==> config.mk <==
export PLATFORM = sky130hd
export DESIGN_NAME = selective_repeat_sender_window_top
export DESIGN_NICKNAME = d
export VERILOG_FILES = /design/src/rtl/srsw_pkg.sv /design/src/rtl/srsw_alu.sv /design/src/rtl/srsw_engine.sv /design/src/rtl/selective_repeat_sender_window_top.sv
export SDC_FILE = /design/constraint.sdc
export NUM_CORES = 1
export LEC_CHECK = 0
export ABC_AREA = 1
export CORE_ASPECT_RATIO = 0.9
export CORE_MARGIN = 1
export CORE_UTILIZATION = 30
export CTS_CLUSTER_SIZE = 8
export DETAILED_ROUTE_END_ITERATION = 16
export DONT_BUFFER_PORTS = 1
export GPL_ROUTABILITY_DRIVEN = 0
export PLACE_DENSITY_LB_ADDON = 0.15
export REMOVE_ABC_BUFFERS = 1
export SLEW_MARGIN = 5
export SYNTH_ARGS = -nofsm -noshare
export SYNTH_HDL_FRONTEND = slang
export SYNTH_HIERARCHICAL = 1
export SYNTH_SLANG_ARGS = --single-unit
==> constraint.sdc <==
create_clock -name clk -period 10.5 [get_ports clk]
set_input_delay 0.525 -clock clk [delete_from_list [all_inputs] [get_ports clk]]
set_output_delay 0.525 -clock clk [all_outputs]
set_load 0.02 [all_outputs]
==> src/rtl/srsw_pkg.sv <==
// ---------------------------------------------------------------------------
// srsw_pkg: shared types and constants of the selective-repeat sender window
// Beat layouts, command and reason codes, ALU opcodes, reset values and the
// small sequence-number helper.
// ---------------------------------------------------------------------------
`default_nettype none

package srsw_pkg;

  // field widths
  localparam int unsigned CMD_W   = 2;
  localparam int unsigned SEQ_W   = 4;
  localparam int unsigned LEN_W   = 8;
  localparam int unsigned AGE_W   = 16;
  localparam int unsigned BYTES_W = 32;
  localparam int unsigned OCC_W   = 3;
  localparam int unsigned WSZ_W   = 3;
  localparam int unsigned TMO_W   = 16;
  localparam int unsigned CFG_W   = 16;
  localparam int unsigned CFG_A_W = 1;
  localparam int unsigned ALU_W   = 32;

  // default ring depth
  localparam int unsigned WIN_MAX_DEF = 4;

  // reset values
  localparam logic [WSZ_W-1:0] WINDOW_RST  = 3'd3;
  localparam logic [TMO_W-1:0] TIMEOUT_RST = 16'd1;
  // modulus of the reset window minus one, so the first frame gets 0
  localparam logic [SEQ_W-1:0] LAST_SEQ_RST = 4'd6;
  localparam logic [AGE_W-1:0] AGE_MAX = '1;

  // configuration register indexes
  localparam logic [CFG_A_W-1:0] REG_WIN_SLOTS     = 1'b0;
  localparam logic [CFG_A_W-1:0] REG_TIMEOUT_TICKS = 1'b1;

  // event commands
  typedef enum logic [CMD_W-1:0] {
    CMD_OFFER = 2'd0,
    CMD_ACK   = 2'd1,
    CMD_NACK  = 2'd2,
    CMD_TICK  = 2'd3
  } cmd_t;

  // transmit reasons
  localparam logic [1:0] WHY_FIRST   = 2'd0;
  localparam logic [1:0] WHY_NACK    = 2'd1;
  localparam logic [1:0] WHY_TIMEOUT = 2'd2;

  // result kinds
  localparam logic KIND_TX     = 1'b0;
  localparam logic KIND_STATUS = 1'b1;

  // shared unit opcodes
  typedef enum logic [2:0] {
    OP_EQ       = 3'd0,
    OP_GT       = 3'd1,
    OP_INC_AGE  = 3'd2,
    OP_ADD_SAT  = 3'd3,
    OP_SEQ_NEXT = 3'd4
  } alu_op_t;

  typedef struct packed {
    logic [CMD_W-1:0] cmd;
    logic [SEQ_W-1:0] seq;
    logic [LEN_W-1:0] frame_len;
  } item_t;

  typedef struct packed {
    logic               kind;
    logic [SEQ_W-1:0]   tx_seq;
    logic [1:0]         reason;
    logic               accepted;
    logic [OCC_W-1:0]   occupancy;
    logic [BYTES_W-1:0] bytes_done;
    logic               last;
  } result_t;

  typedef struct packed {
    logic [WSZ_W-1:0] win_slots;
    logic [TMO_W-1:0] timeout_ticks;
  } cfg_t;

  typedef struct packed {
    alu_op_t          op;
    logic [ALU_W-1:0] a;
    logic [ALU_W-1:0] b;
  } alu_req_t;

  typedef struct packed {
    logic [ALU_W-1:0] res;
    logic             flag;
  } alu_rsp_t;

  // (v + 1) mod m for v below 16 and m odd, at least 3
  function automatic logic [SEQ_W-1:0] seq_next(input logic [SEQ_W-1:0] v,
                                                input logic [SEQ_W-1:0] m);
    logic [SEQ_W:0] x;
    x = {1'b0, v} + 5'd1;
    for (int i = 0; i < 6; i++) begin
      if (x >= {1'b0, m}) begin
        x = x - {1'b0, m};
      end
    end
    return x[SEQ_W-1:0];
  endfunction

endpackage

`default_nettype wire

==> src/rtl/srsw_alu.sv <==
// ---------------------------------------------------------------------------
// srsw_alu: shared arithmetic and compare unit
// One compare, saturating add/increment or sequence step per cycle, as the
// sequencer asks.
// ---------------------------------------------------------------------------
`default_nettype none

module srsw_alu (
  input  srsw_pkg::alu_req_t req,
  output srsw_pkg::alu_rsp_t rsp
);

  logic [srsw_pkg::ALU_W:0]       sum;
  logic [srsw_pkg::AGE_W-1:0]     age;

  assign sum = {1'b0, req.a} + {1'b0, req.b};
  assign age = req.a[srsw_pkg::AGE_W-1:0];

  // one operation per cycle
  always_comb begin
    rsp.res  = '0;
    rsp.flag = 1'b0;
    unique case (req.op)
      srsw_pkg::OP_EQ: begin
        rsp.flag = (req.a == req.b);
      end
      srsw_pkg::OP_GT: begin
        rsp.flag = (req.a > req.b);
      end
      srsw_pkg::OP_INC_AGE: begin
        rsp.res = (age == srsw_pkg::AGE_MAX) ? srsw_pkg::ALU_W'(age)
                                             : srsw_pkg::ALU_W'(age) + 32'd1;
      end
      srsw_pkg::OP_ADD_SAT: begin
        rsp.res = sum[srsw_pkg::ALU_W] ? '1 : sum[srsw_pkg::ALU_W-1:0];
      end
      srsw_pkg::OP_SEQ_NEXT: begin
        rsp.res = srsw_pkg::ALU_W'(srsw_pkg::seq_next(req.a[srsw_pkg::SEQ_W-1:0],
                                                      req.b[srsw_pkg::SEQ_W-1:0]));
      end
      default: begin
        rsp.res  = '0;
        rsp.flag = 1'b0;
      end
    endcase
  end

endmodule

`default_nettype wire

==> src/rtl/srsw_engine.sv <==
// ---------------------------------------------------------------------------
// srsw_engine: slot ring and event sequencer
// Holds the window slots and walks them one slot a cycle through the apply,
// retire and send passes, driving the shared unit and the result register.
// ---------------------------------------------------------------------------
`default_nettype none

module srsw_engine #(
  parameter int unsigned WIN_MAX = srsw_pkg::WIN_MAX_DEF
) (
  input  logic               clk,
  input  logic               rst,
  input  logic               start,
  input  srsw_pkg::item_t    item,
  input  srsw_pkg::cfg_t     cfg,
  output logic               busy,
  output srsw_pkg::alu_req_t alu_req,
  input  srsw_pkg::alu_rsp_t alu_rsp,
  output logic               result_valid,
  output srsw_pkg::result_t  result
);

  localparam int unsigned IW = (WIN_MAX > 1) ? $clog2(WIN_MAX) : 1;
  localparam int unsigned CW = $clog2(WIN_MAX + 1);

  typedef enum logic [5:0] {
    S_IDLE   = 6'b000001,
    S_OFFER  = 6'b000010,
    S_MARK   = 6'b000100,
    S_AGE    = 6'b001000,
    S_RETIRE = 6'b010000,
    S_SEND   = 6'b100000
  } state_t;

  state_t state;

  // slot ring
  logic [srsw_pkg::SEQ_W-1:0] slot_seq [WIN_MAX];
  logic [srsw_pkg::LEN_W-1:0] slot_len [WIN_MAX];
  logic [srsw_pkg::AGE_W-1:0] slot_age [WIN_MAX];
  logic [WIN_MAX-1:0]         slot_acked;
  logic [WIN_MAX-1:0]         slot_nacked;
  logic [WIN_MAX-1:0]         slot_sent;

  logic [IW-1:0]                head_index;
  logic [CW-1:0]                slot_count;
  logic [srsw_pkg::SEQ_W-1:0]   last_seq;
  logic [srsw_pkg::BYTES_W-1:0] retired_bytes;

  // latched event
  srsw_pkg::cmd_t             cmd_q;
  logic [srsw_pkg::SEQ_W-1:0] seq_q;
  logic [srsw_pkg::LEN_W-1:0] len_q;
  logic                       accepted;
  logic [CW-1:0]              k;

  logic [srsw_pkg::WSZ_W-1:0] win3;
  logic [CW-1:0]              win;
  logic [srsw_pkg::SEQ_W-1:0] modulus;
  logic [IW-1:0]              p;
  logic [IW-1:0]              p_tail;
  logic                       walk_done;
  logic                       due;
  logic [1:0]                 why;

  // ring index: head plus offset, wrapped at the ring depth
  function automatic logic [IW-1:0] ring_add(input logic [IW-1:0] h,
                                             input logic [IW-1:0] off);
    logic [IW:0] s;
    s = {1'b0, h} + {1'b0, off};
    if (s >= (IW+1)'(WIN_MAX)) begin
      s = s - (IW+1)'(WIN_MAX);
    end
    return s[IW-1:0];
  endfunction

  // effective window and sequence modulus
  always_comb begin
    if (cfg.win_slots == '0) begin
      win3 = 3'd1;
    end else if (int'(cfg.win_slots) > int'(WIN_MAX)) begin
      win3 = srsw_pkg::WSZ_W'(WIN_MAX);
    end else begin
      win3 = cfg.win_slots;
    end
  end
  assign win     = CW'(win3);
  assign modulus = {win3, 1'b1};

  assign p         = ring_add(head_index, k[IW-1:0]);
  assign p_tail    = ring_add(head_index, slot_count[IW-1:0]);
  assign walk_done = (k == slot_count);
  assign busy      = (state != S_IDLE);

  // shared unit request
  always_comb begin
    alu_req.op = srsw_pkg::OP_EQ;
    alu_req.a  = '0;
    alu_req.b  = '0;
    unique case (state)
      S_OFFER: begin
        alu_req.op = srsw_pkg::OP_SEQ_NEXT;
        alu_req.a  = srsw_pkg::ALU_W'(last_seq);
        alu_req.b  = srsw_pkg::ALU_W'(modulus);
      end
      S_MARK: begin
        alu_req.op = srsw_pkg::OP_EQ;
        alu_req.a  = srsw_pkg::ALU_W'(slot_seq[p]);
        alu_req.b  = srsw_pkg::ALU_W'(seq_q);
      end
      S_AGE: begin
        alu_req.op = srsw_pkg::OP_INC_AGE;
        alu_req.a  = srsw_pkg::ALU_W'(slot_age[p]);
      end
      S_RETIRE: begin
        alu_req.op = srsw_pkg::OP_ADD_SAT;
        alu_req.a  = retired_bytes;
        alu_req.b  = srsw_pkg::ALU_W'(slot_len[head_index]);
      end
      S_SEND: begin
        alu_req.op = srsw_pkg::OP_GT;
        alu_req.a  = srsw_pkg::ALU_W'(slot_age[p]);
        alu_req.b  = srsw_pkg::ALU_W'(cfg.timeout_ticks);
      end
      default: begin
        alu_req.op = srsw_pkg::OP_EQ;
      end
    endcase
  end

  // send decision for the slot under the walk pointer
  assign due = !slot_sent[p] || slot_nacked[p] || (alu_rsp.flag && !slot_acked[p]);
  always_comb begin
    priority if (!slot_sent[p]) begin
      why = srsw_pkg::WHY_FIRST;
    end else if (slot_nacked[p]) begin
      why = srsw_pkg::WHY_NACK;
    end else begin
      why = srsw_pkg::WHY_TIMEOUT;
    end
  end

  // slot payload: written on offer and walk updates, no reset needed
  always_ff @(posedge clk) begin
    if (state == S_OFFER && slot_count < win) begin
      slot_seq[p_tail] <= alu_rsp.res[srsw_pkg::SEQ_W-1:0];
      slot_len[p_tail] <= len_q;
      slot_age[p_tail] <= '0;
    end else if (state == S_AGE && !walk_done) begin
      slot_age[p] <= alu_rsp.res[srsw_pkg::AGE_W-1:0];
    end else if (state == S_RETIRE && slot_count != '0 && slot_acked[head_index]) begin
      slot_age[head_index] <= '0;
    end else if (state == S_SEND && !walk_done && due) begin
      slot_age[p] <= '0;
    end
  end

  // sequencer, marks and counters
  always_ff @(posedge clk) begin
    if (rst) begin
      state         <= S_IDLE;
      slot_acked    <= '0;
      slot_nacked   <= '0;
      slot_sent     <= '0;
      head_index    <= '0;
      slot_count    <= '0;
      last_seq      <= srsw_pkg::LAST_SEQ_RST;
      retired_bytes <= '0;
      accepted      <= 1'b0;
      k             <= '0;
      cmd_q         <= srsw_pkg::CMD_OFFER;
      seq_q         <= '0;
      len_q         <= '0;
      result_valid  <= 1'b0;
      result        <= '0;
    end else begin
      unique case (state)
        S_IDLE: begin
          result_valid <= 1'b0;
          if (start) begin
            cmd_q    <= srsw_pkg::cmd_t'(item.cmd);
            seq_q    <= item.seq;
            len_q    <= item.frame_len;
            accepted <= 1'b0;
            k        <= '0;
            unique case (srsw_pkg::cmd_t'(item.cmd))
              srsw_pkg::CMD_OFFER: state <= S_OFFER;
              srsw_pkg::CMD_ACK:   state <= S_MARK;
              srsw_pkg::CMD_NACK:  state <= S_MARK;
              srsw_pkg::CMD_TICK:  state <= S_AGE;
              default:             state <= S_AGE;
            endcase
          end
        end
        S_OFFER: begin
          result_valid <= 1'b0;
          if (slot_count < win) begin
            last_seq            <= alu_rsp.res[srsw_pkg::SEQ_W-1:0];
            slot_acked[p_tail]  <= 1'b0;
            slot_nacked[p_tail] <= 1'b0;
            slot_sent[p_tail]   <= 1'b0;
            slot_count          <= slot_count + CW'(1);
            accepted            <= 1'b1;
          end
          state <= S_RETIRE;
        end
        S_MARK: begin
          result_valid <= 1'b0;
          // first held slot whose sequence matches
          if (walk_done) begin
            state <= S_RETIRE;
          end else if (alu_rsp.flag) begin
            slot_acked[p]  <= (cmd_q == srsw_pkg::CMD_ACK);
            slot_nacked[p] <= (cmd_q != srsw_pkg::CMD_ACK);
            state          <= S_RETIRE;
          end else begin
            k <= k + CW'(1);
          end
        end
        S_AGE: begin
          result_valid <= 1'b0;
          if (walk_done) begin
            state <= S_RETIRE;
          end else begin
            k <= k + CW'(1);
          end
        end
        S_RETIRE: begin
          result_valid <= 1'b0;
          // one leading acked slot a cycle
          if (slot_count != '0 && slot_acked[head_index]) begin
            retired_bytes           <= alu_rsp.res;
            slot_acked[head_index]  <= 1'b0;
            slot_nacked[head_index] <= 1'b0;
            slot_sent[head_index]   <= 1'b0;
            head_index              <= ring_add(head_index, IW'(1));
            slot_count              <= slot_count - CW'(1);
          end else begin
            k     <= '0;
            state <= S_SEND;
          end
        end
        S_SEND: begin
          if (walk_done) begin
            // status beat closes the event
            result_valid      <= 1'b1;
            result.kind       <= srsw_pkg::KIND_STATUS;
            result.tx_seq     <= '0;
            result.reason     <= srsw_pkg::WHY_FIRST;
            result.accepted   <= accepted;
            result.occupancy  <= srsw_pkg::OCC_W'(slot_count);
            result.bytes_done <= retired_bytes;
            result.last       <= 1'b1;
            state             <= S_IDLE;
          end else begin
            result_valid <= due;
            if (due) begin
              result.kind       <= srsw_pkg::KIND_TX;
              result.tx_seq     <= slot_seq[p];
              result.reason     <= why;
              result.accepted   <= 1'b0;
              result.occupancy  <= '0;
              result.bytes_done <= '0;
              result.last       <= 1'b0;
              slot_sent[p]      <= 1'b1;
              slot_nacked[p]    <= 1'b0;
            end
            k <= k + CW'(1);
          end
        end
        default: begin
          result_valid <= 1'b0;
          state        <= S_IDLE;
        end
      endcase
    end
  end

endmodule

`default_nettype wire

==> src/rtl/selective_repeat_sender_window_top.sv <==
// Throughput: one event at a time; busy stays high for the whole walk, set by the
//   single shared compare/add unit visiting one slot per cycle.
// Reset: synchronous, active high; empties the window, window 3 slots, timeout 1 tick.
// Results: one beat per cycle on result/result_valid, the receiver cannot stall.
// ---------------------------------------------------------------------------
// selective_repeat_sender_window_top: selective-repeat ARQ sender window
// Configuration registers, the slot sequencer and the shared arithmetic unit.
// ---------------------------------------------------------------------------
`default_nettype none

module selective_repeat_sender_window_top #(
  parameter int unsigned WIN_MAX = srsw_pkg::WIN_MAX_DEF
) (
  input  logic                           clk,
  input  logic                           rst,
  input  logic                           start,
  output logic                           busy,
  input  srsw_pkg::item_t                item,
  output logic                           result_valid,
  output srsw_pkg::result_t              result,
  input  logic                           cfg_we,
  input  logic [srsw_pkg::CFG_A_W-1:0]   cfg_addr,
  input  logic [srsw_pkg::CFG_W-1:0]     cfg_data
);

  srsw_pkg::cfg_t     cfg;
  srsw_pkg::alu_req_t alu_req;
  srsw_pkg::alu_rsp_t alu_rsp;

  // configuration registers
  always_ff @(posedge clk) begin
    if (rst) begin
      cfg.win_slots     <= srsw_pkg::WINDOW_RST;
      cfg.timeout_ticks <= srsw_pkg::TIMEOUT_RST;
    end else if (cfg_we) begin
      unique case (cfg_addr)
        srsw_pkg::REG_WIN_SLOTS:     cfg.win_slots     <= cfg_data[srsw_pkg::WSZ_W-1:0];
        srsw_pkg::REG_TIMEOUT_TICKS: cfg.timeout_ticks <= cfg_data[srsw_pkg::TMO_W-1:0];
        default: ;
      endcase
    end
  end

  srsw_engine #(
    .WIN_MAX(WIN_MAX)
  ) u_engine (
    .clk         (clk),
    .rst         (rst),
    .start       (start),
    .item        (item),
    .cfg         (cfg),
    .busy        (busy),
    .alu_req     (alu_req),
    .alu_rsp     (alu_rsp),
    .result_valid(result_valid),
    .result      (result)
  );

  srsw_alu u_alu (
    .req(alu_req),
    .rsp(alu_rsp)
  );

  // an accepted event keeps the block busy on the next cycle
  a_start_busy: assert property (@(posedge clk) disable iff (rst)
    start && !busy |=> busy)
    else $error("event accepted but block not busy");

  // the status beat is issued as the sequencer returns to idle
  a_status_idle: assert property (@(posedge clk) disable iff (rst)
    result_valid && result.last |-> !busy)
    else $error("status beat while still busy");

  // last marks exactly the status beat
  a_last_kind: assert property (@(posedge clk) disable iff (rst)
    result_valid |-> (result.last == (result.kind == srsw_pkg::KIND_STATUS)))
    else $error("last flag does not match result kind");

  // no beat comes out of an idle block that had no work
  a_no_stray: assert property (@(posedge clk) disable iff (rst)
    !busy && !$past(busy) |-> !result_valid)
    else $error("result beat without an event");

endmodule

`default_nettype wire
==> results by group <==
Clocking
  • CTS tree: built
  • Clk sinks: between 200 and 300
  • Total CTS buffers: 39
  • Clk Latency, worst-skew pair: 0.58 ns
  • Clock root cell: clkbuf_16
  • Clock Pin Slew Worst Setup and Hold Paths: roughly 0.050 ns
  • Max H-tree Level: 2
  • Clock tree buffer depth: 3

Synth
  • Library cells used by synthesis: 63
  • Syn avg cell area: 7.71 µm²
  • Post-synth ARST share: 0
  • Top_reg_cell synth: dfxtp_1
  • #FFs+latches synth: ~250
  • Synth cell count leaders: nand2_1 (383), inv_1 (244), nor2_1 (222)
  • Post-synth EDFFs: around 110
  • Ranking of synthesized cells by area: edfxtp_1 (21%), dfxtp_1 (18%), nand2_1 (9.0%)
  • Cell area after synthesis: 16,000 µm²
  • Post-synthesis sequential area ratio: 0.389
  • Post-synth top area share: 0.211
  • Synth area leader: edfxtp_1
  • Post-Syn Instances: 2,071
  • Most frequent cell after synthesis: nand2_1
  • Ys Warns: 6

STA
  • Worst Skew: 0.0387 ns
  • Actual slew at the worst max-slew pin: 1.05 ns
  • Fin crit share: 0.928
  • Post-layout min period: 9.75 ns
  • Relative slew slack: 0.296
  • Fmax: 0.103 GHz
  • Final TNS setup: 0 ns
  • Worst Setup Slack, final: 0.755 ns
  • Final hold vios: 0
  • Final setup fails: 0
  • Pins over their slew limit: 0

Worst setup path
  • Cell mode on critical path: nand2_1
  • R2R setup slack: 0.75 ns
  • Setup CP Type: reg2reg
  • Crit path from: u_engine/head_index[0]$_SDFFE_PP0P_
  • Reg2reg path depth: 75
  • Slowest-stage cell, CP: a311oi_2
  • Maximum net fanout on the critical path: 8
  • CP startpoint kind: flop
  • CP required: about 11 ns
  • Critical Path Sink Type: flop
  • CP peak stage delay: 0.33 ns
  • R2r startpoint: u_engine/head_index[0]$_SDFFE_PP0P_
  • Crit path arrival time: a little over 10 ns
  • FF-to-FF End: u_engine/slot_age[0][1]$_DFFE_PP_

Placed design
  • IO Port Bufs: 0
  • Pre-CTS WS: -0.215 ns
  • DP HPWL: 38,000 µm
  • Cell Area, Placed: between 15,000 and 20,000 µm²

Route
  • Vias/cell: about 5
  • Drt total wl: 52,700 µm
  • Drt pass-1 iters: 8
  • Routed length per instance: around 19 µm
  • Final ANT Viol Nets: 0
  • DR iter-0 viols: 1,073
  • DRC: 0
  • Vias: ~14,000

Floorplanning
  • Core Region: 52,100 µm²
  • Row count: 79
  • Num ports: 81
  • Chip width: roughly 250 µm
  • Initial Util: 0.306
  • Full die area: roughly 54,000 µm²
  • Die Ht: between 200 and 250 µm

Final layout
  • Design area: 18,300 µm²
  • Antenna Cells: 0
  • Final #Nets: 2,251
  • FILL cells: 5,436
  • Synth-to-layout area growth: 14.8%
  • Final Util: 0.352
  • Sequential cell area: slightly above 6000 µm²
  • Layout cell share with drive strength beyond 1: 0.120
  • Footprint of the multi-input gates: 8600 µm²

Run
  • Max Cap Viol: 0

GRT
  • Antenna violations before repair: 1
  • First-pass GRT wire length: 80,500 µm
  • Largest net degree at the start of global routing: 64
  • Congestion Overflow GR: 0
  • Vias in the first global route: 13,500
  • All-Layer GR Usage: 0.192

Worst hold path
  • Hold depth: 1
  • Worst hold start: rst
  • Min-Delay Path Class: in2reg
  • Worst hold endpoint: u_engine/k[1]$_SDFFE_PP0P_

Run status
  • Outcome: finished clean
## per-layer routing
layer,GRT usage,vias to the layer above,routed length [µm]
li1,-,6998,-
met1,0.276,6673,25500
met2,0.296,404,23000
met3,0.0355,69,3190
met4,0.0429,0,1010
met5,0,-,0
## worst max-delay path by stage
| stage | endpoint | cells past startpoint |
|---|---|---|
| global placement | u_engine/slot_age[3][3]$_DFFE_PP_ | 73 |
| global route | u_engine/slot_age[0][1]$_DFFE_PP_ | 75 |
| floorplan | u_engine/slot_age[0][1]$_DFFE_PP_ | 67 |
| finish | u_engine/slot_age[0][1]$_DFFE_PP_ | 75 |
| CTS | u_engine/slot_age[3][1]$_DFFE_PP_ | 74 |
| detailed placement | u_engine/slot_age[0][1]$_DFFE_PP_ | 74 |
## registers in the layout, indices dropped and copies added (netlist names), named ones only
name                    count
cfg                        19
u_engine/accepted           1
u_engine/cmd_q              2
u_engine/head_index         2
u_engine/k                  3
u_engine/last_seq           4
u_engine/len_q              8
u_engine/result            43
u_engine/result_valid       1
u_engine/retired_bytes     32
u_engine/seq_q              4
u_engine/slot_acked         4
u_engine/slot_age          64
u_engine/slot_count         3
u_engine/slot_len          32
u_engine/slot_nacked        4
u_engine/slot_sent          4
u_engine/slot_seq          16
u_engine/state              6
## cell type report
class | count | share of cell area
inverters | 264 | 0.0547
well taps | 688 | 0.0470
flip-flops and latches | 254 | 0.339
repair buffers | 59 | 0.0253
clock inverters | 7 | 0.00649
clock buffers | 61 | 0.0583
multi-input cells | 1491 | 0.469
## cell families after synthesis
logic type | after synthesis | synth area share
AOI/OAI and AO/OA | 468 | 0.169
xor gates and xnor gates | 41 | 0.0225
adders and majority gates | 107 | 0.0876
buffers and inverters | 341 | 0.0894
DFF | 254 | 0.389
other | 1 | 0.000235
and+or+nand+nor | 859 | 0.243
## stage by stage
stage,hold WS [ns],instances
4_1_cts,0.00268,2820
3_5_place_dp,0.455,2749
6_report,0.0313,2824
5_1_grt,0.00285,2824
3_3_place_gp,0.450,2749
2_1_floorplan,0.429,2009
## worst max-delay path: cells and delay by family (launching register included)
family / cells / cell delay (ns)
compound gates: 5 / 0.97
fa+ha+maj: 7 / 2.00
buf+inv: 13 / 1.17
flops: 1 / 0.31
simple gates: 50 / 5.02
## what timing repair did
action / 4_1_cts / 5_1_grt
pin swaps: 0 / 9
hold buffers: 3 / 0
endpoints found under the hold margin: 12 / 0
buffers inserted: 0 / 4
setup endpoints to repair: 35 / 40
gates resized for setup: 3 / 47
## layout by cell type (no fill, tap or decap), types with 10 or more instances in the layout
| master | synthesis | routed |
|---|---|---|
| inv_2 | 15 | 18 |
| dfxtp_1 | 142 | 140 |
| o21ai_1 | 20 | 20 |
| ha_1 | 99 | 91 |
| a22o_1 | 10 | 10 |
| edfxtp_1 | 112 | 112 |
| nand3_2 | 5 | 10 |
| nor3_1 | 39 | 35 |
| a22oi_1 | 19 | 18 |
| nor2_1 | 222 | 220 |
| a21oi_2 | 21 | 21 |
| inv_1 | 244 | 239 |
| nand2_1 | 383 | 379 |
| a21oi_1 | 167 | 167 |
| nand3_1 | 90 | 85 |
| clkbuf_16 | 0 | 39 |
| clkbuf_1 | 38 | 21 |
| buf_4 | 18 | 55 |
| o21ai_0 | 157 | 155 |
| o22ai_1 | 18 | 18 |
| nand4_1 | 33 | 33 |
| conb_1 | 1 | 16 |
| xor2_1 | 34 | 34 |
| nand2_2 | 39 | 41 |
Power is left out: the tool's default activity adds up to more than one toggle a clock period on the data nets, which glitch-free logic cannot reach.
